$ cat src/hw/rtl/ptoq_pkg.sv
// ----------------------------------------------------------------------------
// ptoq_pkg
// Shared types, sizes and codes of the track ordered request queue.
// ----------------------------------------------------------------------------
package ptoq_pkg;

  localparam int DEPTH   = 16;
  localparam int CNT_W   = $clog2(DEPTH + 1);
  localparam int TRACK_W = 10;
  localparam int SECT_W  = 6;
  localparam int TAG_W   = 16;
  localparam int OCC_W   = 5;
  localparam int STAT_W  = 2;

  localparam logic [STAT_W-1:0] ST_ADDED  = 2'd0;
  localparam logic [STAT_W-1:0] ST_TAKEN  = 2'd1;
  localparam logic [STAT_W-1:0] ST_EMPTY  = 2'd2;
  localparam logic [STAT_W-1:0] ST_FULL   = 2'd3;

  localparam logic OP_ADD  = 1'b0;
  localparam logic OP_TAKE = 1'b1;

  typedef struct packed {
    logic [TRACK_W-1:0] track;
    logic [SECT_W-1:0]  sector;
    logic [TAG_W-1:0]   tag;
  } entry_t;

  // control broadcast from the sequencer to every cell
  typedef struct packed {
    logic             eval;
    logic             apply_add;
    logic             apply_take;
    entry_t           new_e;
    logic [CNT_W-1:0] count;
  } ctrl_t;

  // occupancy keeps the low bits of the count
  function automatic logic [OCC_W-1:0] to_occ(input logic [CNT_W-1:0] c);
    logic [OCC_W-1:0] r;
    r = '0;
    for (int b = 0; b < OCC_W; b++) begin
      if (b < CNT_W) r[b] = c[b];
    end
    return r;
  endfunction

endpackage

$ cat src/hw/rtl/ptoq_cell.sv
// ----------------------------------------------------------------------------
// ptoq_cell
// One queue slot: holds an entry, tests the insertion rule against its
// successor, and shifts toward the head or the tail.
// ----------------------------------------------------------------------------
module ptoq_cell (
  input  logic                clk,
  input  ptoq_pkg::ctrl_t     ctrl,
  input  logic [ptoq_pkg::CNT_W-1:0] idx,
  input  ptoq_pkg::entry_t    prev_entry,
  input  ptoq_pkg::entry_t    next_entry,
  input  logic                pass_in,
  output logic                pass_out,
  input  logic                aoa_in,
  output logic                aoa_out,
  output ptoq_pkg::entry_t    entry
);
  import ptoq_pkg::*;

  entry_t entry_r, entry_nxt;
  logic   m_r, m_nxt;
  logic   in_use, has_next, cond;

  assign in_use   = idx < ctrl.count;
  assign has_next = ({1'b0, idx} + 1'b1) < {1'b0, ctrl.count};

  always_comb begin
    if (entry_r.track == ctrl.new_e.track) begin
      cond = next_entry.track != ctrl.new_e.track;
    end else begin
      cond = (next_entry.track < ctrl.new_e.track) &&
             (entry_r.track > ctrl.new_e.track);
    end
  end

  assign m_nxt = ctrl.eval ? (has_next & cond) : m_r;

  // insertion point lies just after this slot or an earlier one
  assign pass_out = pass_in | m_r;
  assign aoa_out  = pass_in | ~in_use;

  always_comb begin
    entry_nxt = entry_r;
    if (ctrl.apply_take) begin
      entry_nxt = next_entry;
    end else if (ctrl.apply_add) begin
      if (aoa_in) entry_nxt = prev_entry;
      else if (aoa_out) entry_nxt = ctrl.new_e;
    end
  end

  always_ff @(posedge clk) begin
    entry_r <= entry_nxt;
    m_r     <= m_nxt;
  end

  assign entry = entry_r;

endmodule

$ cat src/hw/rtl/pickup_track_order_queue.sv
// ----------------------------------------------------------------------------
// pickup_track_order_queue
// Request queue kept in track pickup order in a row of shifting cells.
// ----------------------------------------------------------------------------
// sequence: each cell tests its match flag in the evaluate state; the
//   first-match chain along the row, the shift and the result register act
//   in the apply state, held by an output stall; the next item can enter as it fires
// reset: clears the count, the sequencer and the result valid; slot contents
//   are left as they are and only slots below the count are ever read
module pickup_track_order_queue (
  input  logic                          clk,
  input  logic                          rst_n,
  input  logic                          in_valid,
  output logic                          in_stall,
  input  logic                          in_op,
  input  logic [ptoq_pkg::TRACK_W-1:0]  in_new_track,
  input  logic [ptoq_pkg::SECT_W-1:0]   in_new_sector,
  input  logic [ptoq_pkg::TAG_W-1:0]    in_new_tag,
  output logic                          out_valid,
  input  logic                          out_stall,
  output logic [ptoq_pkg::STAT_W-1:0]   out_status,
  output logic [ptoq_pkg::TRACK_W-1:0]  out_track,
  output logic [ptoq_pkg::SECT_W-1:0]   out_sector,
  output logic [ptoq_pkg::TAG_W-1:0]    out_tag,
  output logic [ptoq_pkg::OCC_W-1:0]    out_occupancy
);
  import ptoq_pkg::*;

  localparam logic [1:0] S_IDLE  = 2'd0;
  localparam logic [1:0] S_EVAL  = 2'd1;
  localparam logic [1:0] S_APPLY = 2'd2;

  logic [1:0]       state_r, state_nxt;
  logic [CNT_W-1:0] count_r, count_nxt;
  logic             op_r;
  entry_t           ne_r;
  logic             out_valid_r, out_valid_nxt;
  logic [STAT_W-1:0]  status_r, status_nxt;
  entry_t           oe_r, oe_nxt;
  logic [OCC_W-1:0] occ_r, occ_nxt;

  logic   in_fire, can_write, apply_fire, full, empty;
  ctrl_t  ctrl;
  entry_t cell_e [DEPTH];
  logic   pass [DEPTH+1];
  logic   aoa  [DEPTH+1];

  assign full      = count_r == CNT_W'(DEPTH);
  assign empty     = count_r == '0;
  assign can_write = ~out_valid_r | ~out_stall;
  assign apply_fire = (state_r == S_APPLY) && can_write;
  assign in_stall  = ~((state_r == S_IDLE) || apply_fire);
  assign in_fire   = in_valid & ~in_stall;

  assign ctrl.eval       = state_r == S_EVAL;
  assign ctrl.apply_add  = apply_fire && (op_r == OP_ADD) && !full;
  assign ctrl.apply_take = apply_fire && (op_r == OP_TAKE) && !empty;
  assign ctrl.new_e      = ne_r;
  assign ctrl.count      = count_r;

  assign pass[0] = 1'b0;
  assign aoa[0]  = 1'b0;

  for (genvar g = 0; g < DEPTH; g++) begin : g_cell
    ptoq_cell u_cell (
      .clk        (clk),
      .ctrl       (ctrl),
      .idx        (CNT_W'(g)),
      .prev_entry (g == 0 ? ne_r : cell_e[(g == 0) ? 0 : g-1]),
      .next_entry (g == DEPTH-1 ? cell_e[g] : cell_e[(g == DEPTH-1) ? g : g+1]),
      .pass_in    (pass[g]),
      .pass_out   (pass[g+1]),
      .aoa_in     (aoa[g]),
      .aoa_out    (aoa[g+1]),
      .entry      (cell_e[g])
    );
  end

  always_comb begin
    state_nxt = state_r;
    unique case (state_r)
      S_IDLE:  if (in_fire) state_nxt = S_EVAL;
      S_EVAL:  state_nxt = S_APPLY;
      S_APPLY: if (apply_fire) state_nxt = in_fire ? S_EVAL : S_IDLE;
      default: state_nxt = S_IDLE;
    endcase
  end

  always_comb begin
    count_nxt     = count_r;
    out_valid_nxt = out_valid_r & out_stall;
    status_nxt    = status_r;
    oe_nxt        = oe_r;
    occ_nxt       = occ_r;
    if (apply_fire) begin
      out_valid_nxt = 1'b1;
      oe_nxt        = '0;
      if (op_r == OP_TAKE) begin
        if (empty) begin
          status_nxt = ST_EMPTY;
        end else begin
          status_nxt = ST_TAKEN;
          oe_nxt     = cell_e[0];
          count_nxt  = count_r - 1'b1;
        end
      end else begin
        if (full) begin
          status_nxt = ST_FULL;
        end else begin
          status_nxt = ST_ADDED;
          count_nxt  = count_r + 1'b1;
        end
      end
      occ_nxt = to_occ(count_nxt);
    end
  end

  always_ff @(posedge clk) begin
    if (!rst_n) begin
      state_r     <= S_IDLE;
      count_r     <= '0;
      out_valid_r <= 1'b0;
    end else begin
      state_r     <= state_nxt;
      count_r     <= count_nxt;
      out_valid_r <= out_valid_nxt;
    end
  end

  always_ff @(posedge clk) begin
    if (in_fire) begin
      op_r         <= in_op;
      ne_r.track   <= in_new_track;
      ne_r.sector  <= in_new_sector;
      ne_r.tag     <= in_new_tag;
    end
    status_r <= status_nxt;
    oe_r     <= oe_nxt;
    occ_r    <= occ_nxt;
  end

  assign out_valid     = out_valid_r;
  assign out_status    = status_r;
  assign out_track     = oe_r.track;
  assign out_sector    = oe_r.sector;
  assign out_tag       = oe_r.tag;
  assign out_occupancy = occ_r;

  a_count_bound: assert property (@(posedge clk) disable iff (!rst_n)
    count_r <= CNT_W'(DEPTH))
    else $error("count above depth");

  a_no_accept_in_eval: assert property (@(posedge clk) disable iff (!rst_n)
    (state_r == S_EVAL) |-> in_stall)
    else $error("item accepted while slots are being tested");

  a_count_moves_on_apply: assert property (@(posedge clk) disable iff (!rst_n)
    (count_r != $past(count_r)) |-> $past(apply_fire))
    else $error("count changed outside the shift cycle");

  a_result_from_apply: assert property (@(posedge clk) disable iff (!rst_n)
    $rose(out_valid_r) |-> $past(state_r == S_APPLY))
    else $error("result without a shift cycle");

endmodule
$ cat config.mk
export PLATFORM = sky130hd
export DESIGN_NAME = pickup_track_order_queue
export DESIGN_NICKNAME = d
export VERILOG_FILES = /design/src/hw/rtl/ptoq_pkg.sv /design/src/hw/rtl/ptoq_cell.sv /design/src/hw/rtl/pickup_track_order_queue.sv
export SDC_FILE = /design/constraint.sdc
export NUM_CORES = 1
export LEC_CHECK = 0
export BUFFER_PORTS_ARGS = -buffer_cell sky130_fd_sc_hd__buf_2
export CORE_ASPECT_RATIO = 0.5
export CORE_MARGIN = 3
export CORE_UTILIZATION = 53
export CTS_CLUSTER_DIAMETER = 80
export DETAILED_ROUTE_END_ITERATION = 16
export PLACE_DENSITY = 0.76
export RECOVER_POWER = 100
export SLEW_MARGIN = 0
export SYNTH_ARGS = -nofsm -noshare
export SYNTH_HDL_FRONTEND = slang
export SYNTH_SLANG_ARGS = --single-unit
export TNS_END_PERCENT = 1
$ cat constraint.sdc
create_clock -name clk -period 7.2 [get_ports clk]
set_input_delay 1.44 -clock clk [delete_from_list [all_inputs] [get_ports clk]]
set_output_delay 1.44 -clock clk [all_outputs]
set_load 0.02 [all_outputs]
; ---- Word level (Yosys, flattened, before mapping)
; Cells that the tools add are included.
[op_classes]
add_sub_neg = 2
order_cmp = 61
eq_ne = 37
muxes = 87
bitwise = 67
n_reduce_logical = 58
[ops]
columns = operator, n
row1 = 2-to-1 mux 32 bit, 61
row2 = equality test 10 bit, 15
row3 = > comparator 10 bit, 15
row4 = less-than comparator 10 bit, 15
row5 = != test 10 bit, 15
row6 = "less-than comparator 4 x 5 -> 1 bit, first input constant", 16
row7 = "less-than comparator 3 x 5 -> 1 bit, first input constant", 8
row8 = nonzero test 3 bit, 13
row9 = AND reduction 2 bit, 16
row10 = bitwise OR 1 bit, 30
row11 = logical AND 1 bit, 20
row12 = "less-than comparator 2 x 5 -> 1 bit, first input constant", 4
row13 = inverter 1 bit, 20
row14 = AND 1 bit, 17
row15 = 2-to-1 mux 1 bit, 17
row16 = "less-than comparator 1 x 5 -> 1 bit, first input constant", 3
row17 = 2-to-1 mux 5 bit, 3
row18 = 2-to-1 mux 2 bit, 5
row19 = "!= test 2 bit, second input constant", 3
row20 = one-hot mux 2 bit (3 select lines), 1
row21 = "adder 5 x 1 -> 5 bit, second input constant", 1
row22 = "equality test 5 bit, second input constant", 1
row23 = zero test 5 bit, 1
row24 = "subtractor 5 x 1 -> 5 bit, second input constant", 1
row25 = other kinds (9), 11
[word_totals]
register_bits = 607
out_inout_bits = 41
word_cells = 387

; ---- Logic depth before layout (Yosys ltp)
[logic_depth]
word_depth = 18
mapped_depth = 9
depth_no_buf = 8

; ---- Cells and area by module
; A second synthesis with hierarchy kept.
[unflattened]
cells_unflattened = 4071
area_unflattened_um2 = 41433.5
[modules_own_cells]
columns = mod, n_inst, cells_each, area_each_um2
row1 = ptoq_cell (g_cell[12].u_cell ...), 10, 243, 2401.1
row2 = ptoq_cell (g_cell[0].u_cell ...), 6, 243, 2402.3
row3 = pickup_track_order_queue, 1, 183, 3009.1

; ---- Least setup slack after synthesis
; Ideal clock, no wire load.
[synth_timing]
path_type = input port to flip-flop
from = input port out_stall
to = register g_cell[14].u_cell.entry_r, in the netlist g_cell[14].u_cell.entry[0] (enable)
setup_time_ns = 0.441
arrival_ns = 4.831
slack_ns = 1.928
stages = 8
path_buffers = 3
path_cell_list = nand2_1 nand2b_1 clkinv_1 nand3_1 clkbuf_1 clkbuf_1 clkbuf_1 a31oi_1
[synth_between]
elab_chain_len = 7
word_cells_on_any_way = 10
classes_between = bitwise: 2 / reduce/logical: 8
[synth_lines]
columns = item, line_no
row1 = start: declaration, pickup_track_order_queue.sv:20  ; input logic out_stall,
row2 = inverter 1 bit *, pickup_track_order_queue.sv:50  ; assign can_write = ~out_valid_r | ~out_stall;
row3 = bitwise OR 1 bit *, pickup_track_order_queue.sv:50
row4 = logical AND 1 bit *, pickup_track_order_queue.sv:51  ; assign apply_fire = (state_r == S_APPLY) && can_write;
row5 = via apply_fire, pickup_track_order_queue.sv:42  ; logic in_fire, can_write, apply_fire, full, empty;
row6 = "logical AND 1 bit, on equally long branches (2 in series)", "pickup_track_order_queue.sv:57, pickup_track_order_queue.sv:56"
row7 = nonzero test 3 bit (no source line) / nonzero test 2 bit (equally long branches), n/a
row8 = AND reduction 2 bit (no source line) *, n/a
row9 = end signal: assignment, ptoq_cell.sv:53  ; entry_r <= entry_nxt;
row10 = end: declaration, ptoq_cell.sv:20  ; entry_t entry_r, entry_nxt;
; The timed path passes the listed nets; every way through them passes the cells marked *.
; A chain may end at the register's enable or synchronous reset.

; ---- Worst setup path after layout
[layout_timing]
from = register g_cell[0].u_cell.m_r
to = register g_cell[14].u_cell.entry_r, in the netlist g_cell[14].u_cell.entry[0] (enable)
[layout_between]
elab_chain_len = 16
word_cells_on_any_way = 17
classes_between = bitwise: 15 / reduce/logical: 2
[layout_lines]
columns = item, line_no
row1 = start: declaration, ptoq_cell.sv:21  ; logic m_r, m_nxt;
row2 = start signal: assignment, ptoq_cell.sv:54  ; m_r <= m_nxt;
row3 = bitwise OR 1 bit * (12 in series), ptoq_cell.sv:39  ; assign pass_out = pass_in | m_r;
row4 = bitwise OR 1 bit, ptoq_cell.sv:39
row5 = bitwise OR 1 bit, ptoq_cell.sv:40  ; assign aoa_out = pass_in | ~in_use;
row6 = nonzero test 3 bit (no source line) *, n/a
row7 = AND reduction 2 bit (no source line) *, n/a
; Mark *: on every way between the ends. The rest lies on a longest branch, timed or not.

==> results.py <==
metrics = {
    "synthesis": {
        "async_reset_ff_share_pct": 0,
        "yosysSeqAreaShare_pct": 55.2,
        "syn_inst": 2906,
        "synth-edff-count": 599,
        "ys_types": 59,
        "synthTopCellsByArea": "edfxtp_1 (55%), mux2i_1 (13%), a21oi_1 (8.2%)",
        "yosys.area.top_type_share_pct": 54.7,
        "yosys_most_used_dff": "edfxtp_1",
        "yosysTopAreaCell": "edfxtp_1",
        "yosysMostFrequentCell": "edfxtp_1",
        "synth_fp_nets": 3106,
        "yosysWarnings": 0,
        "synth_common_cells": "edfxtp_1 (599), a21oi_1 (541), nor2_1 (524)",
        "synth_seq_cells": 607,
        "syn_area_mm2": 0.0329,
        "syn_area_per_cell_um2": 11.3,
    },
    "detailed_routing": {
        "avgRoutedWirePerCell_um": 21.6,
        "drc": 0,
        "detail-route-antenna-nets": 0,
        "num_vias": 23000,
        "drt-initial-drc-count": 2401,
        "drt_pass1_iterations": 5,
        "via_per_inst": 6.17,
        "wl_um": 80300,
    },
    "cts": {
        "post_cts_resized": 0,
        "postCtsSetupRepairBufs": 0,
        "clk_latency_ns": 0.63,
        "clockBufferDepth": 3,
        "cts_buffers": 55,
        "clkTransAtPathRegs_ns": 0.07,
        "clkSinkCount": 607,
        "cts_root_buf": "clkbuf_16",
        "postCtsHoldBufs": 0,
        "h-tree-depth": 2,
        "tritoncts": "yes",
    },
    "timing": {
        "clock_skew_ns": 0.0389,
        "relSlewSlack_pct": -124,
        "report.final.hold_viol_count": 0,
        "fin_setup_tns_ns": 0,
        "max_freq_ghz": 0.178,
        "rsz0062_at_grt": "false",
        "setup_viol": 0,
        "timing.final.crit_share_pct": 78.1,
        "worst_pin_slew_ns": 3.37,
        "setup_ws_ns": 1.58,
        "fin_crit_ns": 5.62,
        "slew_violations": 434,
    },
    "worst_setup_path": {
        "critical_path_arrival_ns": 5.94,
        "endpoint_kind": "flip-flop",
        "worst-setup-path-type": "reg -> reg",
        "critPathRequiredTime_ns": 7.52,
        "r2r_start": "g_cell[0].u_cell.m_r",
        "critPathMaxFanout": 30,
        "reg2regPathDepth": 8,
        "crit_path_start_kind": "flip-flop",
        "startpoint": "g_cell[0].u_cell.m_r",
    },
    "floorplan": {
        "die_x_um": 358,
        "floorplan.core_area_mm2": 0.0603,
        "initial_core_util_pct": 54.6,
        "die-height_um": 182,
        "die_area_mm2": 0.0653,
        "io_pins": 78,
        "rows": 63,
    },
    "finish": {
        "multi_input_area_mm2": 0.0139,
        "layout-drive-gt1-share_pct": 8.24,
        "antennaDiodeCount": 0,
        "nets": 3072,
        "fillCellCount": 4806,
        "area_growth_pct": 8.31,
        "regArea_mm2": 0.0181,
    },
    "run": {
        "max_cap_violations": 12,
    },
    "power_and_ir_drop": {
        "max-vdd-ir-drop_uv": 185,
        "powerDensity_mw_per_mm2": 212,
        "power_leakage_uw": 0.0133,
    },
    "outcome": {
        "violations": "max-capacitance violations, max-slew violations",
        "status": "finished with violations",
    },
    "place": {
        "gp_congestion": 0.905,
        "hpwlAfterDp_um": 51800,
        "numPortBuffers": 77,
        "pre_cts_ws_ns": 2.65,
    },
    "global_routing": {
        "grt_usage_pct": 24.1,
        "gr-total-overflow": 0,
        "grt_antenna_before_repair": 0,
        "grt_pass1_vias": 22600,
        "grt_max_degree": 165,
        "grt_pass1_wl_um": 126000,
    },
    "min_path": {
        "hold_path_class": "reg -> reg",
        "whs_path_depth": 2,
        "hp-start": "out_valid",
    },
}
cells by family (layout without fill, tap and decap cells):
kind of cell,count (synthesis),in the layout,synth area share [%]
AOI/OAI and AO/OA,659,659,10.7
xor gates and xnor gates,3,3,0.0799
buffers and inverters,260,268,3.25
muxes,484,484,15.0
DFF,607,607,55.2
adders and majority gates,163,163,6.20
and+or+nand+nor,730,730,9.61
final timing paths:
| path | to | slack [ns] |
|---|---|---|
| max | g_cell[14].u_cell.entry[0] | 1.58 |
| max reg2reg | g_cell[14].u_cell.entry[0] | 1.58 |
| min | out_valid | 0.52 |
| min reg2reg | out_valid | 0.52 |
metrics by stage:
stage	utilization [%]	instance area, µm²	hold WS [ns]	total power, µW	cells
finish	59.1	35600	0.523	7540	3726
global route	59.1	35600	0.541	7770	3726
CTS	59.3	35800	0.516	7570	3726
detailed placement	56.4	34000	0.515	4680	3627
global placement	56.4	34000	0.515	4660	3627
floorplan	-	32900	0.497	4480	2906
cell usage in the layout, fill, tap and decap left out, types with 5 or more instances in the layout:
cell type  count
mux2i_1      419
inv_1         52
or3_1          7
nand2_1       33
o211ai_1       6
o21a_1         8
edfxtp_1     599
nand3_1       18
nand2b_1      10
nor2_1       520
mux2_2        64
ha_1         163
o31ai_1        5
nand4_1       33
nor2b_1       11
a31oi_1        8
a21oi_4        7
a211oi_1       8
bufinv_16      5
nand3b_1       5
clkbuf_1      63
nor3_1        20
o21ai_0       33
a21o_1        14
buf_4         27
clkinv_1      13
clkbuf_16     55
a21oi_1      534
nor2_4         6
dfxtp_1        8
clkinv_2      12
buf_2         32
and3_1        39
sequential cells by signal, indices dropped and copies added (netlist names), 5 cells and up:
name,cells
g_cell.u_cell.entry,512
ctrl,32
out_tag,16
g_cell.u_cell.m_r,15
out_track,10
out_sector,6
count_r,5
out_occupancy,5
metal layers:
metal,part of all wire (%),vias to the layer above,global-route usage [%]
met5,0,-,0
met4,2.9,0,7.30
met3,7.3,173,3.41
met2,46,848,39.2
met1,43,11300,33.8
li1,-,10700,-
power by group:
group          total (µW)  leakage (µW)  switching [µW]  internal [µW]
logic                 530       0.00689             329            200
registers            4090       0.00556             107           3980
clock network        2930      0.000852            1340           1590
worst max-delay path, cell delays in order, from the launching register on:
cell and delay (ns):
edfxtp_1 0.49, or4_1 0.69, nand2b_1 0.29, nor3_1 0.34, nand3b_1 0.22, nor2_4 0.11
clkbuf_1 1.76, a31oi_4 0.89, buf_4 0.51
area by class of cell:
| type | count | share of cell area, % |
|---|---|---|
| Clock inverter | 35 | 0.934 |
| Timing Repair Buffer | 117 | 1.81 |
| Tap cell | 812 | 2.85 |
| Sequential cell | 607 | 50.9 |
| Clock buffer | 64 | 3.96 |
| Inverter | 52 | 0.548 |
| Multi-Input combinational cell | 2039 | 39.0 |
Power figures use the tool's default switching activity.
